## config.mk

```make
export PLATFORM = sky130hd
export DESIGN_NAME = pneumatic_launcher_position_estimator
export DESIGN_NICKNAME = d
export VERILOG_FILES = /design/src/rtl/core/ple_pkg.sv /design/src/rtl/core/pneumatic_launcher_position_estimator.sv /design/src/rtl/core/ple_step.sv
export SDC_FILE = /design/constraint.sdc
export NUM_CORES = 1
export LEC_CHECK = 0
export ABC_AREA = 1
export BUFFER_PORTS_ARGS = -buffer_cell sky130_fd_sc_hd__buf_2
export CAP_MARGIN = 0
export CORE_ASPECT_RATIO = 1.25
export CORE_MARGIN = 4
export CORE_UTILIZATION = 66
export CTS_CLUSTER_SIZE = 30
export DETAILED_ROUTE_END_ITERATION = 8
export GPL_ROUTABILITY_DRIVEN = 0
export PLACE_DENSITY = 0.83
export SYNTH_ARGS = -nofsm -noshare
export SYNTH_HDL_FRONTEND = slang
export SYNTH_SLANG_ARGS = --single-unit
```

## constraint.sdc

```tcl
create_clock -name aclk -period 8.4 [get_ports aclk]
set_input_delay 0.84 -clock aclk [delete_from_list [all_inputs] [get_ports aclk]]
set_output_delay 0.84 -clock aclk [all_outputs]
set_load 0.02 [all_outputs]
```

## src/rtl/core/ple_pkg.sv

```systemverilog
// Shared types and constants for the pneumatic launcher position estimator.
`timescale 1ns / 1ps

package ple_pkg;

    localparam int unsigned TICK_W = 16;

    localparam logic [TICK_W-1:0] RISE_TICKS_RST      = 16'd25;
    localparam logic [TICK_W-1:0] MIN_LOWER_TICKS_RST = 16'd21;
    localparam logic [TICK_W-1:0] MAX_LOWER_TICKS_RST = 16'd100;
    localparam logic [TICK_W-1:0] VENT_TICKS_RST      = 16'd25;

    // Piston location estimate
    typedef enum logic [2:0] {
        LOC_GOING_UP   = 3'd0,
        LOC_UP         = 3'd1,
        LOC_GOING_DOWN = 3'd2,
        LOC_DOWN_VENT  = 3'd3,
        LOC_DOWN_IDLE  = 3'd4,
        LOC_UNKNOWN    = 3'd5
    } loc_t;

    // Valve command; code three acts as vent
    typedef enum logic [1:0] {
        DRV_UP   = 2'd0,
        DRV_DOWN = 2'd1,
        DRV_VENT = 2'd2
    } drive_t;

    typedef enum logic [1:0] {
        ST_IDLE     = 2'd0,
        ST_SHOOTING = 2'd1,
        ST_RECOVERY = 2'd2
    } status_t;

    // Operator goal; code three acts as wait
    typedef enum logic [1:0] {
        GOAL_START = 2'd0,
        GOAL_WAIT  = 2'd1,
        GOAL_ANY   = 2'd2
    } goal_t;

    // Configuration register indexes
    typedef enum logic [1:0] {
        REG_RISE_TICKS      = 2'd0,
        REG_MIN_LOWER_TICKS = 2'd1,
        REG_MAX_LOWER_TICKS = 2'd2,
        REG_VENT_TICKS      = 2'd3
    } reg_idx_t;

    typedef struct packed {
        logic [TICK_W-1:0] rise_ticks;
        logic [TICK_W-1:0] min_lower_ticks;
        logic [TICK_W-1:0] max_lower_ticks;
        logic [TICK_W-1:0] vent_ticks;
    } thresholds_t;

    // Outcome of one tick: new state plus the reported fields
    typedef struct packed {
        logic [2:0]        location;
        logic [TICK_W-1:0] elapsed;
        logic [1:0]        status;
        logic              ready_flag;
        logic [1:0]        next_drive;
    } step_res_t;

endpackage

```

## src/rtl/core/pneumatic_launcher_position_estimator.sv

```systemverilog
// Top level of the pneumatic launcher position estimator.
`timescale 1ns / 1ps

// One beat in per control tick, one result beat out per tick. A beat is taken
// into an input register; once the result register is empty or draining, the
// transition rule runs from it against the location and tick-counter
// registers, updating them and loading the result register. Throughput is one
// beat per cycle while m_ready holds, the result draining as the next is taken.
// Thresholds are written by the user through the cfg port (index 0 rise, 1 min
// lower, 2 max lower, 3 vent) only while no beat is in flight; not enforced.

module pneumatic_launcher_position_estimator (
    input  logic                       aclk,
    input  logic                       aresetn,
    // configuration writes
    input  logic                       cfg_valid,
    output logic                       cfg_ready,
    input  logic [1:0]                 cfg_index,
    input  logic [ple_pkg::TICK_W-1:0] cfg_data,
    // input ticks
    input  logic                       s_valid,
    output logic                       s_ready,
    input  logic [1:0]                 s_applied_drive,
    input  logic                       s_down_sensor,
    input  logic [1:0]                 s_goal,
    // results
    output logic                       m_valid,
    input  logic                       m_ready,
    output logic [2:0]                 m_location,
    output logic [1:0]                 m_status,
    output logic                       m_ready_flag,
    output logic [1:0]                 m_next_drive
);

    ple_pkg::thresholds_t       thr_reg;
    logic                       in_valid_reg;
    logic [1:0]                 in_drive_reg;
    logic                       in_sensor_reg;
    logic [1:0]                 in_goal_reg;
    logic [2:0]                 loc_reg;
    logic [ple_pkg::TICK_W-1:0] elapsed_reg;
    logic                       out_valid_reg;
    ple_pkg::step_res_t         out_reg;
    ple_pkg::step_res_t         res;
    logic                       out_load;

    assign cfg_ready = 1'b1;

    // Threshold registers
    always_ff @(posedge aclk) begin
        if (!aresetn) begin
            thr_reg.rise_ticks      <= ple_pkg::RISE_TICKS_RST;
            thr_reg.min_lower_ticks <= ple_pkg::MIN_LOWER_TICKS_RST;
            thr_reg.max_lower_ticks <= ple_pkg::MAX_LOWER_TICKS_RST;
            thr_reg.vent_ticks      <= ple_pkg::VENT_TICKS_RST;
        end else if (cfg_valid) begin
            unique case (cfg_index)
                ple_pkg::REG_RISE_TICKS:      thr_reg.rise_ticks      <= cfg_data;
                ple_pkg::REG_MIN_LOWER_TICKS: thr_reg.min_lower_ticks <= cfg_data;
                ple_pkg::REG_MAX_LOWER_TICKS: thr_reg.max_lower_ticks <= cfg_data;
                ple_pkg::REG_VENT_TICKS:      thr_reg.vent_ticks      <= cfg_data;
                default: ;
            endcase
        end
    end

    // Flow control: result register loads when empty or being drained
    assign out_load = in_valid_reg && (!out_valid_reg || m_ready);
    assign s_ready  = !in_valid_reg || out_load;

    // Input register
    always_ff @(posedge aclk) begin
        if (!aresetn) begin
            in_valid_reg <= 1'b0;
        end else if (s_ready) begin
            in_valid_reg <= s_valid;
        end
    end

    always_ff @(posedge aclk) begin
        if (s_ready && s_valid) begin
            in_drive_reg  <= s_applied_drive;
            in_sensor_reg <= s_down_sensor;
            in_goal_reg   <= s_goal;
        end
    end

    ple_step u_step (
        .applied_drive (in_drive_reg),
        .down_sensor   (in_sensor_reg),
        .goal          (in_goal_reg),
        .location      (loc_reg),
        .elapsed       (elapsed_reg),
        .thr           (thr_reg),
        .res           (res)
    );

    // Estimator state
    always_ff @(posedge aclk) begin
        if (!aresetn) begin
            loc_reg     <= ple_pkg::LOC_GOING_DOWN;
            elapsed_reg <= '0;
        end else if (out_load) begin
            loc_reg     <= res.location;
            elapsed_reg <= res.elapsed;
        end
    end

    // Result register
    always_ff @(posedge aclk) begin
        if (!aresetn) begin
            out_valid_reg <= 1'b0;
        end else if (out_load) begin
            out_valid_reg <= 1'b1;
        end else if (m_ready) begin
            out_valid_reg <= 1'b0;
        end
    end

    always_ff @(posedge aclk) begin
        if (out_load) begin
            out_reg <= res;
        end
    end

    assign m_valid      = out_valid_reg;
    assign m_location   = out_reg.location;
    assign m_status     = out_reg.status;
    assign m_ready_flag = out_reg.ready_flag;
    assign m_next_drive = out_reg.next_drive;

endmodule

```

## src/rtl/core/ple_step.sv

```systemverilog
// Transition rule for one control tick: counter advance, location update, outputs.
`timescale 1ns / 1ps

module ple_step (
    input  logic [1:0]                 applied_drive,
    input  logic                       down_sensor,
    input  logic [1:0]                 goal,
    input  logic [2:0]                 location,
    input  logic [ple_pkg::TICK_W-1:0] elapsed,
    input  ple_pkg::thresholds_t       thr,
    output ple_pkg::step_res_t         res
);

    logic [ple_pkg::TICK_W-1:0] t;
    logic [2:0]                 loc_nxt;
    logic                       clr;
    logic                       gt_rise;
    logic                       gt_min;
    logic                       gt_max;
    logic                       gt_vent;
    logic [1:0]                 st;

    // Saturating advance, then the four strict compares
    assign t       = (elapsed == '1) ? elapsed : elapsed + 1'b1;
    assign gt_rise = t > thr.rise_ticks;
    assign gt_min  = t > thr.min_lower_ticks;
    assign gt_max  = t > thr.max_lower_ticks;
    assign gt_vent = t > thr.vent_ticks;

    // Next location
    always_comb begin
        loc_nxt = ple_pkg::LOC_UNKNOWN;
        clr     = 1'b0;
        case (location)
            ple_pkg::LOC_GOING_UP: begin
                case (applied_drive)
                    ple_pkg::DRV_UP:   loc_nxt = gt_rise ? ple_pkg::LOC_UP
                                                         : ple_pkg::LOC_GOING_UP;
                    ple_pkg::DRV_DOWN: loc_nxt = ple_pkg::LOC_GOING_DOWN;
                    default:           loc_nxt = ple_pkg::LOC_UNKNOWN;
                endcase
            end
            ple_pkg::LOC_UP: begin
                case (applied_drive)
                    ple_pkg::DRV_UP:   loc_nxt = ple_pkg::LOC_UP;
                    ple_pkg::DRV_DOWN: loc_nxt = ple_pkg::LOC_GOING_DOWN;
                    default:           loc_nxt = ple_pkg::LOC_UNKNOWN;
                endcase
            end
            ple_pkg::LOC_GOING_DOWN: begin
                case (applied_drive)
                    ple_pkg::DRV_DOWN: loc_nxt = (gt_max || (gt_min && down_sensor))
                                                 ? ple_pkg::LOC_DOWN_VENT
                                                 : ple_pkg::LOC_GOING_DOWN;
                    ple_pkg::DRV_UP:   loc_nxt = ple_pkg::LOC_GOING_UP;
                    default:           loc_nxt = ple_pkg::LOC_UNKNOWN;
                endcase
            end
            ple_pkg::LOC_DOWN_VENT: begin
                case (applied_drive)
                    ple_pkg::DRV_UP:   loc_nxt = ple_pkg::LOC_GOING_UP;
                    ple_pkg::DRV_DOWN: begin
                        loc_nxt = ple_pkg::LOC_DOWN_VENT;
                        clr     = 1'b1;
                    end
                    default:           loc_nxt = gt_vent ? ple_pkg::LOC_DOWN_IDLE
                                                         : ple_pkg::LOC_DOWN_VENT;
                endcase
            end
            ple_pkg::LOC_DOWN_IDLE: begin
                case (applied_drive)
                    ple_pkg::DRV_UP:   loc_nxt = ple_pkg::LOC_GOING_UP;
                    ple_pkg::DRV_DOWN: loc_nxt = ple_pkg::LOC_DOWN_VENT;
                    default:           loc_nxt = ple_pkg::LOC_DOWN_IDLE;
                endcase
            end
            // unknown, and the unused codes
            default: begin
                case (applied_drive)
                    ple_pkg::DRV_UP:   loc_nxt = ple_pkg::LOC_GOING_UP;
                    ple_pkg::DRV_DOWN: loc_nxt = ple_pkg::LOC_GOING_DOWN;
                    default:           loc_nxt = ple_pkg::LOC_UNKNOWN;
                endcase
            end
        endcase
    end

    // Status of the new location
    always_comb begin
        case (loc_nxt)
            ple_pkg::LOC_GOING_UP,
            ple_pkg::LOC_UP:        st = ple_pkg::ST_SHOOTING;
            ple_pkg::LOC_DOWN_IDLE: st = ple_pkg::ST_IDLE;
            default:                st = ple_pkg::ST_RECOVERY;
        endcase
    end

    // Assemble result and new state
    always_comb begin
        res.location   = loc_nxt;
        res.elapsed    = (clr || (loc_nxt != location)) ? '0 : t;
        res.status     = st;
        res.ready_flag = (goal == ple_pkg::GOAL_ANY) || (st == ple_pkg::ST_IDLE);
        case (loc_nxt)
            ple_pkg::LOC_GOING_UP:  res.next_drive = ple_pkg::DRV_UP;
            ple_pkg::LOC_DOWN_VENT: res.next_drive = ple_pkg::DRV_VENT;
            ple_pkg::LOC_DOWN_IDLE: res.next_drive = (goal == ple_pkg::GOAL_START)
                                                     ? ple_pkg::DRV_UP : ple_pkg::DRV_VENT;
            default:                res.next_drive = ple_pkg::DRV_DOWN;
        endcase
    end

endmodule

```

==> Word-level counts from Yosys, hierarchy flattened <==
Index checks and enable logic that the tools add are counted.
{ "classes": {"magnitude_cmp": 4, "n_mux": 19, "reduce_logical": 22, "eq_ne": 14, "add_sub_neg": 1} }
{ "op_table": {"columns": ["operator", "n"], "rows": [
  ["greater-than comparator 16 bit", 4],
  ["case mux 3 bit (2 select lines)", 6],
  ["two-way mux 16 bit", 2],
  ["adder 16 x 1 -> 16 bit, second input constant", 1],
  ["== test 16 bit, second input constant", 1],
  ["case mux 3 bit (5 select lines)", 1],
  ["== test 3 x 2 -> 1 bit, second input constant", 3],
  ["zero test 2 bit", 4],
  ["AND reduction 2 bit", 4],
  ["== test 2 bit, second input constant", 3],
  ["== test 3 x 1 -> 1 bit, second input constant", 2],
  ["== test 3 bit, second input constant", 2],
  ["zero test 3 bit", 2],
  ["two-way mux 1 bit", 6],
  ["case mux 2 bit (3 select lines)", 1],
  ["logical OR 1 bit", 5],
  ["== test 2 x 1 -> 1 bit, second input constant", 2],
  ["case mux 2 bit (2 select lines)", 1],
  ["logical AND 1 bit", 3],
  ["two-way mux 3 bit", 1],
  ["!= test 3 bit", 1],
  ["zero test 1 bit", 2],
  ["two-way mux 2 bit", 1],
  ["nonzero test 2 bit", 1],
  ["OR reduction 2 bit", 1]
]} }
{ "word_totals": {"ff_bits": 98, "word_cells": 75, "input_bits": 28, "out_inout_bits": 11} }

==> Longest topological paths before layout <==
{ "depth": {"word_depth": 13, "ltp_mapped": 32, "ltp_nobuf": 32} }

==> Cells and area by module <==
From an unflattened synthesis, not the netlist that was laid out.
{ "unflattened": {"cells_unflattened": 983, "hier_area_um2": 6493.7} }
{ "by_module_without_submodules": {"columns": ["module", "instances", "area_each_um2", "cells_each", "seq_area_each_um2"], "rows": [
  ["pneumatic_launcher_position_estimator", 1, 3933.8, 545, 2092.0],
  ["ple_step", 1, 2560.0, 438, 0.0]
]} }

==> Worst setup path before layout <==
Ideal clock, no wire load.
{ "synth_path": {"path_kind": "flip-flop to flip-flop", "from": "register elapsed_reg[0] (netlist bit)", "to": "register elapsed_reg[0] (netlist bit)", "synth_period_minus_slack_ns": 3.804, "required_ns": 8.330, "setup_slack_ns": 4.596, "path_buffers": 1, "arrival_ns": 3.734, "path_stages_with_launch": 29, "setup_ns": 0.070, "cell_sequence": "dfxtp_1 -> inv_1 -> nor4_1 -> nand3_1 -> inv_1 -> nand3_1 -> nor2_1 -> nand2_1 -> nor2_2 -> nand2_1 -> nor2_1 -> xnor2_1 -> inv_1 -> ha_1 -> nand2_1 -> nor2_1 -> nand4_1 -> nor3_1 -> o21ai_0 -> nor2_1 -> nor2_1 -> a21oi_1 -> o21ai_0 -> nor2_1 -> nand2_1 -> nand3_1 -> buf_4 -> nand3_2 -> a21oi_2"} }
{ "synth_via": {"elab_chain_cells": 11, "word_cells_on_any_way": 19, "cone_classes": "add/sub (1); order compare (4); eq/ne (2); mux (9); reduce/logical (3)"} }
{ "synth_lines": {"columns": ["element", "line", "text"], "rows": [
  ["from (decl)", "pneumatic_launcher_position_estimator.sv:41", "logic [ple_pkg::TICK_W-1:0] elapsed_reg;"],
  ["from (signal assigned)", "pneumatic_launcher_position_estimator.sv:105", "elapsed_reg <= res.elapsed;"],
  ["adder 16 x 1 -> 16 bit / == test 16 bit (equally long branches)", "ple_step.sv:24", "assign t = (elapsed == '1) ? elapsed : elapsed + 1'b1;"],
  ["two-way mux 16 bit (*)", "ple_step.sv:24", null],
  ["greater-than comparator 16 bit", "ple_step.sv:26", "assign gt_min = t > thr.min_lower_ticks;"],
  ["logical AND 1 bit", "ple_step.sv:52", "ple_pkg::DRV_DOWN: loc_nxt = (gt_max || (gt_min && down_sensor))"],
  ["logical OR 1 bit", "ple_step.sv:52", null],
  ["two-way mux 1 bit", "ple_step.sv:53", "? ple_pkg::LOC_DOWN_VENT"],
  ["case mux 3 bit (2 select lines)", "ple_step.sv:51", "case (applied_drive)"],
  ["case mux 3 bit (5 select lines)", "ple_step.sv:34", "case (location)"],
  ["!= test 3 bit", "ple_step.sv:101", "res.elapsed = (clr || (loc_nxt != location)) ? '0 : t;"],
  ["logical OR 1 bit", "ple_step.sv:101", null],
  ["two-way mux 16 bit (*)", "ple_step.sv:101", null]
]} }
Every way passes the cells marked *; elsewhere a longest branch is shown, timed or not.
A chain may end at the register's enable or synchronous reset.

==> Final worst setup path <==
{ "layout_path": {"from": "register elapsed_reg[0] (netlist bit)", "to": "register elapsed_reg[10] (netlist bit)"} }
The elaborated chain is that of the path after synthesis.

==> parameters.txt <==
Parameter                              Value

Layout
  Antenna diode count    0
  Share of the core filled with cells    72.8%
  Final net count    859
  Synthesis-to-finish area growth    6.90%
  Number of flip-flops under the largest register name    64
  Filler cell count in the final layout    692
  Final instance area    6070 um^2
  Proportion of layout cells with a drive suffix above 1    11.5%
  Area used by multi-input combinational logic    3040 um^2
  Storage cell area    2090 um^2

Power and ir drop
  Part of the power in the clock network    31.3%
  Switching power share of the total    28.5%
  Sequential share of power    54.5%
  Switching power of the nets    265 uW
  Worst voltage drop across the vdd grid    0.000122 V
  Leakage power summed over all cells    2.69 nW
  Power Internal    665 uW
  Logic pwr share    14.2%
  Power per Cell Area    153 nW/um^2

Routing
  1st-pass router iterations    5
  Total via count after detailed routing    5058
  Via-to-Cell Ratio    5.80
  DRC violations left    0
  Number of nets with antenna violations after detailed routing    0
  Routed length per placed instance    15.4 um
  Count of routing violations after the opening detailed-route iteration    351
  Final WL    13500 um

Place
  Standard cell area after detailed placement    5880 um^2
  Pre-CTS setup slack    3490 ps
  Number of input and output port buffers inserted    37
  Placed wire-length estimate after detailed placement    10100 um

Die
  CORE AREA    8330 um^2
  Count of pins on the block boundary    39
  Initial core utilization    68.1%
  Cell Rows    37
  Horiz. Die Dim    90.9 um
  Die area    10200 um^2
  Chip height    112 um

Logic synthesis
  Number of library cell types mapped by synthesis    38
  Leading cell types by count after synthesis    sky130_fd_sc_hd__inv_1 (117), sky130_fd_sc_hd__nand2_1 (108), sky130_fd_sc_hd__a21oi_1 (97), sky130_fd_sc_hd__dfxtp_1 (85), sky130_fd_sc_hd__o21ai_0 (72)
  Post-synthesis cell type with the largest combined area    sky130_fd_sc_hd__dfxtp_1
  Yosys warns    0
  Adder-cell share of the synthesized area    13.4%
  Area fraction in compound gates after synthesis    19.2%
  Area of the mapped netlist    5680 um^2
  Most area-consuming cells after synthesis    sky130_fd_sc_hd__dfxtp_1 (30%), sky130_fd_sc_hd__ha_1 (13%), sky130_fd_sc_hd__a21oi_1 (8.6%)
  Mux contribution to synthesized area    0%
  Main combinational cell family by area after synthesis    compound AO/OA/AOI/OAI gates
  Most frequent cell after synthesis    sky130_fd_sc_hd__inv_1
  Count of flip-flops with a built-in enable after synthesis    13
  Nets in the synthesized netlist    833
  Post-synthesis simple-gate area fraction    19.2%
  Yosys top cell area share    30.0%
  Mean instance size in the synthesized netlist    7.63 um^2
  FF+latch count, synth    98
  Commonest register cell after synthesis    sky130_fd_sc_hd__dfxtp_1
  Proportion of synthesized chip area in sequential cells    36.9%
  Post-Synth XOR/XNOR Area    1.54%
  Cell count after synthesis    744
  Share of synthesized registers carrying an async set or reset    0%

Run
  Maxcap violations    0

Clocking
  Post-CTS sizing    0
  CTS Hold Bufs    0
  Number of CTS-inserted buffers    9
  Clock tree buffer depth    2
  Clock tree from TritonCTS    done
  H-tree Lvls    3
  Clock sink count    98
  Insertion delay to the later sink of the worst-skew pair    370 ps
  Setup fix buffers added after clock tree synthesis    0
  Clock input transition at the sequential cells of the worst setup and hold paths    90 ps
  Clock tree root buffer cell    sky130_fd_sc_hd__clkbuf_8

STA
  Max Freq    0.201 GHz
  Tcrit/Tclk final    59.2%
  Post-route worst hold slack    466 ps
  Post-route minimum period    4970 ps
  Unrepaired setup endpoints after global routing    false
  Worst Slack Setup Final    3430 ps
  Worst Max-Slew Pin Slew    929 ps
  Max-slew headroom    38.0%
  Number of endpoints with negative hold slack in the final report    0
  Final setup skew    8.86 ps
  Setup TNS Final    0 ps
  Total count of max-transition violations in the final report    0
  Final setup vio count    0

GRT
  Antenna violations before repair    0
  Largest net degree at the start of global routing    65
  Via count of the first global-routing pass    4965
  Overall fraction of global-route tracks in use    27.0%
  Global-route wire length before repair    22500 um
  Global route total overflow    0

Worst setup path
  Setup CP Type    register to register
  Critical path startpoint category    register
  Data arrival at the endpoint of the critical path    5260 ps
  Worst EP required    8680 ps
  Critical Path Sink Type    register
  Maximum fanout encountered on the critical timing path    16
  Setup slack of the most critical reg-to-reg path    3430 ps

Worst hold path
  Min-Delay Path Class    register to register

Outcome
  Result of the run    finished clean
-- worst paths after layout --
kind | start | end | depth (start not counted)
worst max-delay path | elapsed_reg[0] | elapsed_reg[10] | 27
worst min-delay path | thr_reg[15] | thr_reg[15] | 2
worst max register to register | elapsed_reg[0] | elapsed_reg[10] | 27
worst min register to register | thr_reg[15] | thr_reg[15] | 2
-- metal layers --
metal  global-route usage (%)  wire, um  vias to the layer above
li1                         -         -                     2518
met1                     33.0      5810                     2356
met2                     47.0      6680                      151
met3                     3.78       618                       33
met4                     11.7       369                        0
met5                        0         0                        -
-- stage by stage --
| step | instances | total power [mW] |
|---|---|---|
| 3_3_place_gp | 856 | 0.642 |
| 6_report | 872 | 0.930 |
| 4_1_cts | 872 | 0.933 |
| 2_1_floorplan | 744 | 0.613 |
| 3_5_place_dp | 856 | 0.648 |
| 5_1_grt | 872 | 0.973 |
-- final cells by class --
cell class,instances,area share [%]
Timing Repair Buffer,38,3.18
Sequential cell,98,34.5
Clock buffer,13,2.66
Tap cell,97,2.00
Multi-Input combinational cell,505,50.0
Clock inverter,3,0.351
Inverter,118,7.30
-- power groups by stage --
stage          clock (mW)  sequential [mW]  combinational, mW
4_1_cts             0.294            0.506              0.132
6_report            0.291            0.506              0.132
2_1_floorplan           0            0.518             0.0946
3_5_place_dp            0            0.517              0.131
5_1_grt             0.315            0.508              0.150
3_3_place_gp            0            0.516              0.125
-- placed cells by master, fill, tap and decap left out, drive strengths merged --
| master | count |
|---|---|
| o21ai | 74 |
| clkinvlp | 2 |
| conb | 1 |
| dfxtp | 85 |
| o21a | 1 |
| nor2 | 60 |
| nor4 | 1 |
| o31a | 1 |
| a21o | 1 |
| buf | 38 |
| o221a | 1 |
| a21oi | 107 |
| o21bai | 2 |
| a211oi | 2 |
| o211ai | 9 |
| inv | 119 |
| nand3 | 33 |
| nand4 | 9 |
| nor3b | 1 |
| a21boi | 1 |
| ha | 61 |
| edfxtp | 13 |
| nor3 | 11 |
| a221oi | 1 |
| xor2 | 8 |
| nand2 | 117 |
| and3b | 1 |
| clkbuf | 13 |
| xnor2 | 2 |
-- cells by family after synthesis --
kind of cell,Yosys count
xor+xnor,10
other cells,1
flops,98
fa+ha+maj,61
simple gates,233
buf+inv,141
compound gates,200
-- critical path, stage by stage (launching register included) --
cell and delay (ps):
sky130_fd_sc_hd__dfxtp_1 440, sky130_fd_sc_hd__inv_1 120, sky130_fd_sc_hd__nor4_1 390, sky130_fd_sc_hd__nand3_1 150, sky130_fd_sc_hd__inv_1 100, sky130_fd_sc_hd__nand3_1 100
sky130_fd_sc_hd__nor2_1 210, sky130_fd_sc_hd__nand2_1 120, sky130_fd_sc_hd__nor2_2 140, sky130_fd_sc_hd__nand2_1 60, sky130_fd_sc_hd__nor2_1 120, sky130_fd_sc_hd__xnor2_1 160
sky130_fd_sc_hd__inv_1 140, sky130_fd_sc_hd__ha_1 320, sky130_fd_sc_hd__nand2_1 90, sky130_fd_sc_hd__nor2_1 180, sky130_fd_sc_hd__nand4_1 160, sky130_fd_sc_hd__nor3_1 260
sky130_fd_sc_hd__o21ai_0 140, sky130_fd_sc_hd__nor2_1 150, sky130_fd_sc_hd__nor2_1 50, sky130_fd_sc_hd__a21oi_1 140, sky130_fd_sc_hd__o21ai_0 90, sky130_fd_sc_hd__nor2_1 90
sky130_fd_sc_hd__nand2_1 70, sky130_fd_sc_hd__nand3_1 570, sky130_fd_sc_hd__nand3_1 150, sky130_fd_sc_hd__a21oi_1 160
Power figures use the tool's default switching activity.
